`config.mk`:
```
export PLATFORM = sky130hd
export DESIGN_NAME = recurring_poll_scheduler_core
export DESIGN_NICKNAME = d
export VERILOG_FILES = /design/src/rtl/rps_pkg.sv /design/src/rtl/rps_slot_mem.sv /design/src/rtl/recurring_poll_scheduler_core.sv
export SDC_FILE = /design/constraint.sdc
export NUM_CORES = 2
export LEC_CHECK = 0
export BUFFER_PORTS_ARGS = -buffer_cell sky130_fd_sc_hd__buf_2
export CAP_MARGIN = 5
export CELL_PAD_IN_SITES_DETAIL_PLACEMENT = 0
export CELL_PAD_IN_SITES_GLOBAL_PLACEMENT = 1
export CORE_MARGIN = 2
export CORE_UTILIZATION = 25
export DETAILED_ROUTE_END_ITERATION = 6
export PLACE_DENSITY_LB_ADDON = 0.1
export SETUP_SLACK_MARGIN = 0.02
export SYNTH_ARGS = -nofsm -noshare
export SYNTH_HDL_FRONTEND = slang
export SYNTH_SLANG_ARGS = --single-unit
```
`constraint.sdc`:
```
create_clock -name aclk -period 10.85 [get_ports aclk]
set_clock_uncertainty 0.05 [all_clocks]
set_input_delay 1.085 -clock aclk [delete_from_list [all_inputs] [get_ports aclk]]
set_output_delay 1.085 -clock aclk [all_outputs]
set_load 0.01 [all_outputs]
```
`src/rtl/rps_pkg.sv`:
```
// ----------------------------------------------------------------------------
// rps_pkg: shared types and constants of the recurring poll scheduler
// Request and result structs, the slot record and the fixed codes.
// ----------------------------------------------------------------------------
`default_nettype none

package rps_pkg;

    localparam int MAX_RESULTS   = 16;
    localparam int FIRE_W        = $clog2(MAX_RESULTS + 1);
    localparam int MIN_PAYLOAD   = 10;
    localparam int FIXED_PAYLOAD = 11;
    localparam int SLOT_OUT_W    = 4;

    localparam logic CMD_REQUEST = 1'b0;
    localparam logic CMD_TICK    = 1'b1;

    localparam logic KIND_ACK  = 1'b0;
    localparam logic KIND_FIRE = 1'b1;

    localparam logic [1:0] STATUS_OK   = 2'd0;
    localparam logic [1:0] STATUS_BAD  = 2'd1;
    localparam logic [1:0] STATUS_FULL = 2'd2;

    typedef struct packed {
        logic        cmd;
        logic [15:0] req_id;
        logic [7:0]  port;
        logic [7:0]  dev_addr;
        logic [15:0] period_ms;
        logic [15:0] count;
        logic [7:0]  rd_bytes;
        logic [7:0]  ptr_bytes;
        logic [7:0]  tail_bytes;
        logic [15:0] payload_len;
        logic [31:0] now_ms;
    } in_item_t;

    typedef struct packed {
        logic                  kind;
        logic [1:0]            status;
        logic [SLOT_OUT_W-1:0] slot;
        logic [15:0]           job_id;
        logic [15:0]           seq;
        logic [2:0]            bus_port;
        logic [7:0]            bus_addr;
        logic [6:0]            rd_len;
        logic [5:0]            wr_len;
        logic [4:0]            pst_len;
        logic                  last;
    } out_item_t;

    typedef struct packed {
        logic [15:0] id;
        logic [2:0]  port;
        logic [7:0]  addr;
        logic [15:0] interval;
        logic [7:0]  rd_len;
        logic [7:0]  wr_len;
        logic [7:0]  pst_len;
        logic [15:0] seq;
        logic [15:0] remaining;
        logic [31:0] next_fire;
    } slot_rec_t;

endpackage

`default_nettype wire

```
`src/rtl/rps_slot_mem.sv`:
```
// ----------------------------------------------------------------------------
// rps_slot_mem: slot record memory
// One write port, one read port with registered read data.
// ----------------------------------------------------------------------------
`default_nettype none

module rps_slot_mem
    import rps_pkg::*;
#(
    parameter int DEPTH = 16,
    parameter int IDX_W = 4
) (
    input  wire logic             aclk,
    input  wire logic             wr_en,
    input  wire logic [IDX_W-1:0] wr_addr,
    input  wire slot_rec_t        wr_data,
    input  wire logic [IDX_W-1:0] rd_addr,
    output slot_rec_t             rd_data
);

    slot_rec_t mem [DEPTH];

    always_ff @(posedge aclk) begin
        if (wr_en) begin
            mem[wr_addr] <= wr_data;
        end
    end

    always_ff @(posedge aclk) begin
        rd_data <= mem[rd_addr];
    end

endmodule

`default_nettype wire

```
`src/rtl/recurring_poll_scheduler_core.sv`:
```
// ----------------------------------------------------------------------------
// recurring_poll_scheduler_core: table of recurring poll jobs
// Requests set, override or cancel a job; a tick fires up to MAX_RESULTS due
// jobs in slot order, advancing seq, remaining count and next fire time.
// ----------------------------------------------------------------------------
//  channel  ports                    direction  moves
//  s_       s_valid/s_ready/s_data   in         request or tick (in_item_t)
//  m_       m_valid/m_ready/m_data   out        ack or firing (out_item_t)
//
//  The sequencer visits one slot per cycle, unless the result channel stalls,
//  through the single read port of the slot record memory. s_ready is low
//  while an item is at work. Reset clears all active bits at once; records
//  need no reset. A stalled result channel holds the walk on the next due
//  slot.
// ----------------------------------------------------------------------------
`default_nettype none

module recurring_poll_scheduler_core
    import rps_pkg::*;
#(
    parameter int TABLE_SLOTS   = 16,
    parameter int NUM_BUS_PORTS = 8,
    parameter int MAX_READ_LEN  = 64,
    parameter int MAX_PTR_LEN   = 32,
    parameter int MAX_POST_LEN  = 16
) (
    input  wire logic      aclk,
    input  wire logic      aresetn,
    input  wire logic      s_valid,
    output logic           s_ready,
    input  wire in_item_t  s_data,
    output logic           m_valid,
    input  wire logic      m_ready,
    output out_item_t      m_data
);

    localparam int IDX_W = (TABLE_SLOTS > 1) ? $clog2(TABLE_SLOTS) : 1;
    localparam int CNT_W = $clog2(TABLE_SLOTS + 1);

    localparam logic [2:0] ST_IDLE      = 3'd0;
    localparam logic [2:0] ST_REQ_WALK  = 3'd1;
    localparam logic [2:0] ST_REQ_DONE  = 3'd2;
    localparam logic [2:0] ST_TICK_WALK = 3'd3;
    localparam logic [2:0] ST_TICK_DONE = 3'd4;

    logic [2:0]             state_reg, state_next;
    logic [CNT_W-1:0]       idx_reg, idx_next;
    in_item_t               item_reg, item_next;
    logic                   bad_reg, bad_next;
    logic                   match_found_reg, match_found_next;
    logic [IDX_W-1:0]       match_idx_reg, match_idx_next;
    logic                   free_found_reg, free_found_next;
    logic [IDX_W-1:0]       free_idx_reg, free_idx_next;
    logic [FIRE_W-1:0]      fired_reg, fired_next;
    logic [TABLE_SLOTS-1:0] active_reg, active_next;
    out_item_t              out_reg;
    logic                   out_valid_reg, out_valid_next;
    out_item_t              pend_reg, pend_next;
    logic                   pend_valid_reg, pend_valid_next;

    logic             load_out;
    out_item_t        load_data;
    logic             out_free;
    logic             wr_en;
    logic [IDX_W-1:0] wr_addr;
    slot_rec_t        wr_data;
    slot_rec_t        rd_data;
    slot_rec_t        upd_rec;
    out_item_t        fire_item;
    out_item_t        ack_item;
    logic [IDX_W-1:0] cur_idx;
    logic             idx_in_range;
    logic             cur_active;
    logic [31:0]      due_diff;
    logic             cur_due;
    logic [15:0]      rem_dec;
    logic             req_bad;
    logic [16:0]      len_sum;
    logic [1:0]       ack_status;
    logic [IDX_W+SLOT_OUT_W-1:0] slot_wide;

    rps_slot_mem #(
        .DEPTH (TABLE_SLOTS),
        .IDX_W (IDX_W)
    ) u_slot_mem (
        .aclk    (aclk),
        .wr_en   (wr_en),
        .wr_addr (wr_addr),
        .wr_data (wr_data),
        .rd_addr (idx_next[IDX_W-1:0]),
        .rd_data (rd_data)
    );

    assign s_ready  = (state_reg == ST_IDLE);
    assign m_valid  = out_valid_reg;
    assign m_data   = out_reg;
    assign out_free = !out_valid_reg || m_ready;

    // request parameter check on the incoming item
    always_comb begin
        len_sum = 17'(FIXED_PAYLOAD) + {9'd0, s_data.ptr_bytes}
                + {9'd0, s_data.tail_bytes};
        req_bad = (s_data.payload_len < 16'(MIN_PAYLOAD))
               || ({1'b0, s_data.port} >= 9'(NUM_BUS_PORTS))
               || (s_data.rd_bytes > 8'(MAX_READ_LEN))
               || (s_data.ptr_bytes > 8'(MAX_PTR_LEN))
               || (s_data.tail_bytes > 8'(MAX_POST_LEN))
               || ({1'b0, s_data.payload_len} != len_sum);
    end

    // shared slot unit: due test and record advance
    always_comb begin
        cur_idx      = idx_reg[IDX_W-1:0];
        idx_in_range = (idx_reg < CNT_W'(TABLE_SLOTS));
        cur_active   = idx_in_range ? active_reg[cur_idx] : 1'b0;
        due_diff     = item_reg.now_ms - rd_data.next_fire;
        cur_due      = !due_diff[31];
        rem_dec      = rd_data.remaining - 16'd1;

        upd_rec           = rd_data;
        upd_rec.seq       = rd_data.seq + 16'd1;
        upd_rec.remaining = rem_dec;
        upd_rec.next_fire = rd_data.next_fire + {16'd0, rd_data.interval};

        slot_wide          = {{SLOT_OUT_W{1'b0}}, cur_idx};
        fire_item          = '0;
        fire_item.kind     = KIND_FIRE;
        fire_item.status   = STATUS_OK;
        fire_item.slot     = slot_wide[SLOT_OUT_W-1:0];
        fire_item.job_id   = rd_data.id;
        fire_item.seq      = rd_data.seq;
        fire_item.bus_port = rd_data.port;
        fire_item.bus_addr = rd_data.addr;
        fire_item.rd_len   = rd_data.rd_len[6:0];
        fire_item.wr_len   = rd_data.wr_len[5:0];
        fire_item.pst_len  = rd_data.pst_len[4:0];
        fire_item.last     = 1'b0;
    end

    always_comb begin
        state_next       = state_reg;
        idx_next         = idx_reg;
        item_next        = item_reg;
        bad_next         = bad_reg;
        match_found_next = match_found_reg;
        match_idx_next   = match_idx_reg;
        free_found_next  = free_found_reg;
        free_idx_next    = free_idx_reg;
        fired_next       = fired_reg;
        active_next      = active_reg;
        pend_next        = pend_reg;
        pend_valid_next  = pend_valid_reg;
        load_out         = 1'b0;
        load_data        = pend_reg;
        wr_en            = 1'b0;
        wr_addr          = cur_idx;
        wr_data          = upd_rec;
        ack_status       = STATUS_OK;

        ack_item        = '0;
        ack_item.kind   = KIND_ACK;
        ack_item.job_id = item_reg.req_id;
        ack_item.last   = 1'b1;

        case (state_reg)
            ST_IDLE: begin
                idx_next = '0;
                if (s_valid) begin
                    item_next        = s_data;
                    match_found_next = 1'b0;
                    free_found_next  = 1'b0;
                    fired_next       = '0;
                    bad_next         = req_bad;
                    if (s_data.cmd == CMD_TICK) begin
                        state_next = ST_TICK_WALK;
                    end else if (req_bad) begin
                        state_next = ST_REQ_DONE;
                    end else begin
                        state_next = ST_REQ_WALK;
                    end
                end
            end

            ST_REQ_WALK: begin
                if (!idx_in_range) begin
                    state_next = ST_REQ_DONE;
                end else if (cur_active && (rd_data.id == item_reg.req_id)) begin
                    match_found_next = 1'b1;
                    match_idx_next   = cur_idx;
                    state_next       = ST_REQ_DONE;
                end else begin
                    if (!cur_active && !free_found_reg) begin
                        free_found_next = 1'b1;
                        free_idx_next   = cur_idx;
                    end
                    idx_next = idx_reg + CNT_W'(1);
                end
            end

            ST_REQ_DONE: begin
                if (out_free) begin
                    if (bad_reg) begin
                        ack_status = STATUS_BAD;
                    end else if (item_reg.count == 16'd0) begin
                        if (match_found_reg) begin
                            active_next[match_idx_reg] = 1'b0;
                        end
                    end else if (match_found_reg || free_found_reg) begin
                        wr_en             = 1'b1;
                        wr_addr           = match_found_reg ? match_idx_reg : free_idx_reg;
                        wr_data.id        = item_reg.req_id;
                        wr_data.port      = item_reg.port[2:0];
                        wr_data.addr      = item_reg.dev_addr;
                        wr_data.interval  = item_reg.period_ms;
                        wr_data.rd_len    = item_reg.rd_bytes;
                        wr_data.wr_len    = item_reg.ptr_bytes;
                        wr_data.pst_len   = item_reg.tail_bytes;
                        wr_data.seq       = 16'd0;
                        wr_data.remaining = item_reg.count;
                        wr_data.next_fire = item_reg.now_ms;
                        active_next[wr_addr] = 1'b1;
                    end else begin
                        ack_status = STATUS_FULL;
                    end
                    ack_item.status = ack_status;
                    load_out        = 1'b1;
                    load_data       = ack_item;
                    state_next      = ST_IDLE;
                end
            end

            ST_TICK_WALK: begin
                if (!idx_in_range || (fired_reg == FIRE_W'(MAX_RESULTS))) begin
                    state_next = ST_TICK_DONE;
                end else if (cur_active && cur_due) begin
                    // hold on this slot until the previous firing can move on
                    if (!pend_valid_reg || out_free) begin
                        wr_en           = 1'b1;
                        wr_addr         = cur_idx;
                        wr_data         = upd_rec;
                        if (rem_dec == 16'd0) begin
                            active_next[cur_idx] = 1'b0;
                        end
                        load_out        = pend_valid_reg;
                        load_data       = pend_reg;
                        pend_next       = fire_item;
                        pend_valid_next = 1'b1;
                        fired_next      = fired_reg + FIRE_W'(1);
                        idx_next        = idx_reg + CNT_W'(1);
                    end
                end else begin
                    idx_next = idx_reg + CNT_W'(1);
                end
            end

            ST_TICK_DONE: begin
                if (!pend_valid_reg) begin
                    state_next = ST_IDLE;
                end else if (out_free) begin
                    load_out        = 1'b1;
                    load_data       = pend_reg;
                    load_data.last  = 1'b1;
                    pend_valid_next = 1'b0;
                    state_next      = ST_IDLE;
                end
            end

            default: begin
                state_next = ST_IDLE;
            end
        endcase

        if (load_out) begin
            out_valid_next = 1'b1;
        end else if (m_ready) begin
            out_valid_next = 1'b0;
        end else begin
            out_valid_next = out_valid_reg;
        end
    end

    always_ff @(posedge aclk) begin
        if (!aresetn) begin
            state_reg      <= ST_IDLE;
            idx_reg        <= '0;
            active_reg     <= '0;
            out_valid_reg  <= 1'b0;
            pend_valid_reg <= 1'b0;
            fired_reg      <= '0;
        end else begin
            state_reg      <= state_next;
            idx_reg        <= idx_next;
            active_reg     <= active_next;
            out_valid_reg  <= out_valid_next;
            pend_valid_reg <= pend_valid_next;
            fired_reg      <= fired_next;
        end
    end

    always_ff @(posedge aclk) begin
        item_reg        <= item_next;
        bad_reg         <= bad_next;
        match_found_reg <= match_found_next;
        match_idx_reg   <= match_idx_next;
        free_found_reg  <= free_found_next;
        free_idx_reg    <= free_idx_next;
        pend_reg        <= pend_next;
        if (load_out) begin
            out_reg <= load_data;
        end
    end

endmodule

`default_nettype wire

```
==> out/metrics.cfg <==
[logic_synthesis]
post_synth_fa_ha_maj_area_fraction_pct = 0.935
synth_top_flop_cell = sky130_fd_sc_hd__edfxtp_1
top_cells_by_area_synth = sky130_fd_sc_hd__edfxtp_1, sky130_fd_sc_hd__mux2i_1, sky130_fd_sc_hd__dfxtp_1
muxShareOfSynthArea_pct = 19.5
ys_seq_elements = 2410
yosys.area_share.xor_xnor_pct = 0.778
post_synth_instance_area_um2 = 98000
ys_top_cells_by_count = sky130_fd_sc_hd__edfxtp_1, sky130_fd_sc_hd__mux2i_1, sky130_fd_sc_hd__nand2_1
synthesis.area_per_instance_um2 = 17.3
simple_gate_share_of_the_synthesized_area_pct = 2.88
synth_top_family_by_area = multiplexers
synth_warnings = 0
synth_cells = 5656
synthDistinctLibCells = 66
yosys.area.top_type_share_pct = 69.1
async_reset_ff_share_pct = 0
number_of_synthesized_flops_with_an_enable_pin = 2254
synth.largest_area_cell = sky130_fd_sc_hd__edfxtp_1
synth_compound_area_share_pct = 1.51
synth_most_common_cell = sky130_fd_sc_hd__edfxtp_1
synth_seq_area_share_pct = 72.3
syn_nets = 5869

[placed_design]
finalWeightedCongestion = 0.709
placed_cell_area_um2 = 105000
hpwl_mm = 159
dp_cells = 11000
port_buffers = 211
dp_worst_setup_slack_ns = 4.12

[final_layout]
instances_no_fill = 11500
layout.cell_area.non_filler_um2 = 115000
finalNetCount = 6267
utilization_pct = 29.5
largest_reg_flops = 2000
syn_to_layout_area_delta_pct = 17.2
final_layout_size_suffix_gt1_share_pct = 13.2

[critical_path]
cpLargestDelayFamily = buffers and inverters
cp.depth = 15
setup_crit_start_kind = flop
cp_slowest_cell = sky130_fd_sc_hd__o21ai_1
r2r.worst_path.cells = 15
cp_cell_sequence = inv_1, ha_1, nand4_1, or4_1, o21ai_1, o211a_1, o211ai_1, or2_2, inv_4, nand2_1, o21ai_0, nand2_1, nor2_4, buf_4, buf_4
timing.setup.critical_path_class = flop to flop
timing.reg2reg.setup_slack_ns = 4.26
timing.critical_path.arrival_ns = 7.05
setup.worst_path.end_class = flop
crit_path_buf_inv_count = 4
cp.required_ns = 11.31
worstPathMaxFanout = 43
critPathMaxStageDelay_ns = 0.84
regToRegStartpoint = u_slot_mem.rd_data[16]$_DFF_P_
worst_r2r_endpoint = u_slot_mem.mem[14][111]$_DFFE_PP_

[timing]
finalMaxSlewViolations = 0
finalWorstSetupSlack_ns = 4.26
rsz0062_at_grt = false
period_share_pct = 60.7
relSlewSlack_pct = 14.3
final_worst_path_period_need_ns = 6.59
hold_viol = 0
tightest_slew_ns = 1.28
timing.final.setup_violations = 0
fmax_ghz = 0.152
setup_tns_after_final_layout_ns = 0

[route]
detail_route.first_pass.iterations = 5
drtIter0Drc = 2726
detail_route.wirelength_mm = 290
avgRoutedWirePerCell_um = 25.2
route.detailed.drc = 0
ant_nets = 0
vias = 49200
post_drt_via_cell_ratio = 4.28

[global_routing]
global_route.overflow_total = 0
antenna_found_initial = 19
grt_pass1_wl_mm = 407
first_global_vias = 52000
grt_max_degree = 108
grt.total_usage_pct = 14.3

[pwr]
cellLeakagePower_uw = 0.0492
pwr-share-clk_pct = 43.4
switching_share_pct = 24.0
power.internal_uw = 17000
vdd.ir_drop.worst_mv = 0.112
total_switching_power_uw = 5390
sequentialPowerShare_pct = 48.2
power.density_cell_area_nw_per_um2 = 195
combinational_power_share_pct = 8.4

[hold_path]
holdCritStartpoint = s_data[107]
holdPathStages = 1
hold_class = primary input to flop
min_to = item_reg[107]$_DFFE_PP_

[cts]
postCtsSetupBuffers = 0
clk_pin_slew_ns = 0.08
cts_made_buffers = 299
cts_hold_repair.buffers = 0
cts_tree = built
cts.sinks = 2410
worst_skew_pair.late_latency_ns = 0.91
cts_max_level = 5
cts_resized = 0
clock_tree.buffer_depth = 4
cts_root_buffer = sky130_fd_sc_hd__clkbuf_16

[flow_run]
max-cap-violations = 0

[floorplanning]
die-width_um = 630
die_h_um = 630
die_area_um2 = 397000
ios = 212
core_area_um2 = 390000
effective_utilization_at_floorplan_pct = 25.1
row_count = 229

[status]
outcome = finished clean

## power by group through the flow
stage | clock [uW] | sequential, uW | combinational (uW)
2_1_floorplan | 0 | 10900 | 1190
3_3_place_gp | 0 | 11000 | 1930
3_5_place_dp | 0 | 11000 | 1940
4_1_cts | 10100 | 10800 | 1950
5_1_grt | 10400 | 10800 | 2080
6_report | 9730 | 10800 | 1880
## per-layer routing
metal	up-vias	track usage [%]	share of wire [%]
li1	22600	-	-
met4	2	3.46	2.2
met2	706	24.1	48
met3	387	1.87	3.0
met1	25500	19.4	47
met5	-	0	0.0045
## area by class of cell
class                           instances  area (um2)
Tap cell                             5197        6500
Fill cell                           38700      275000
Multi-Input combinational cell       2922       25300
Clock buffer                          432        8390
Sequential cell                      2410       70800
Timing Repair Buffer                  358        2480
Clock inverter                        115        1080
Inverter                               63         246
Antenna cell                            3        7.51
## cell families (layout without fill, tap and decap cells)
kind of cell | Yosys count | after routing
xor gates and xnor gates | 87 | 87
buffers and inverters | 324 | 968
AOI/OAI and AO/OA | 240 | 240
and+or+nand+nor | 623 | 623
muxes | 1900 | 1900
DFF | 2410 | 2410
other | 0 | 3
adders and majority gates | 72 | 72
## stage by stage
stage	hold WS (ns)	power, uW
floorplan	0.358	12100
global route	0.230	23300
global placement	0.371	12900
CTS	0.181	22900
detailed placement	0.366	12900
finish	0.290	22400
## worst max-delay path by stage
stage,startpoint,endpoint
2_1_floorplan,item_reg[26]$_DFFE_PP_,u_slot_mem.mem[14][0]$_DFFE_PP_
3_3_place_gp,u_slot_mem.rd_data[16]$_DFF_P_,u_slot_mem.mem[6][89]$_DFFE_PP_
3_5_place_dp,u_slot_mem.rd_data[16]$_DFF_P_,u_slot_mem.mem[6][104]$_DFFE_PP_
4_1_cts,u_slot_mem.rd_data[16]$_DFF_P_,u_slot_mem.mem[6][0]$_DFFE_PP_
5_1_grt,u_slot_mem.rd_data[16]$_DFF_P_,u_slot_mem.mem[6][91]$_DFFE_PP_
6_report,u_slot_mem.rd_data[16]$_DFF_P_,u_slot_mem.mem[14][111]$_DFFE_PP_
## layout by cell type (no fill, tap or decap), types with 13 or more instances in the layout
| cell type | instances |
|---|---|
| sky130_fd_sc_hd__a21o_1 | 13 |
| sky130_fd_sc_hd__nand2_1 | 295 |
| sky130_fd_sc_hd__nand3_1 | 23 |
| sky130_fd_sc_hd__o21ai_0 | 62 |
| sky130_fd_sc_hd__buf_2 | 211 |
| sky130_fd_sc_hd__nand4_1 | 16 |
| sky130_fd_sc_hd__xnor2_1 | 62 |
| sky130_fd_sc_hd__nor2_1 | 113 |
| sky130_fd_sc_hd__o21a_1 | 18 |
| sky130_fd_sc_hd__a21oi_1 | 67 |
| sky130_fd_sc_hd__dfxtp_1 | 156 |
| sky130_fd_sc_hd__buf_12 | 26 |
| sky130_fd_sc_hd__mux2_2 | 18 |
| sky130_fd_sc_hd__clkinv_2 | 35 |
| sky130_fd_sc_hd__clkbuf_1 | 103 |
| sky130_fd_sc_hd__xor2_1 | 25 |
| sky130_fd_sc_hd__buf_4 | 121 |
| sky130_fd_sc_hd__bufinv_16 | 15 |
| sky130_fd_sc_hd__nor2_4 | 17 |
| sky130_fd_sc_hd__and2_1 | 53 |
| sky130_fd_sc_hd__clkbuf_8 | 20 |
| sky130_fd_sc_hd__nor3_1 | 25 |
| sky130_fd_sc_hd__inv_1 | 61 |
| sky130_fd_sc_hd__ha_1 | 70 |
| sky130_fd_sc_hd__clkbuf_16 | 309 |
| sky130_fd_sc_hd__edfxtp_1 | 2254 |
| sky130_fd_sc_hd__mux2i_1 | 1876 |
| sky130_fd_sc_hd__clkinv_1 | 37 |
(Power assumes the default switching activity.)
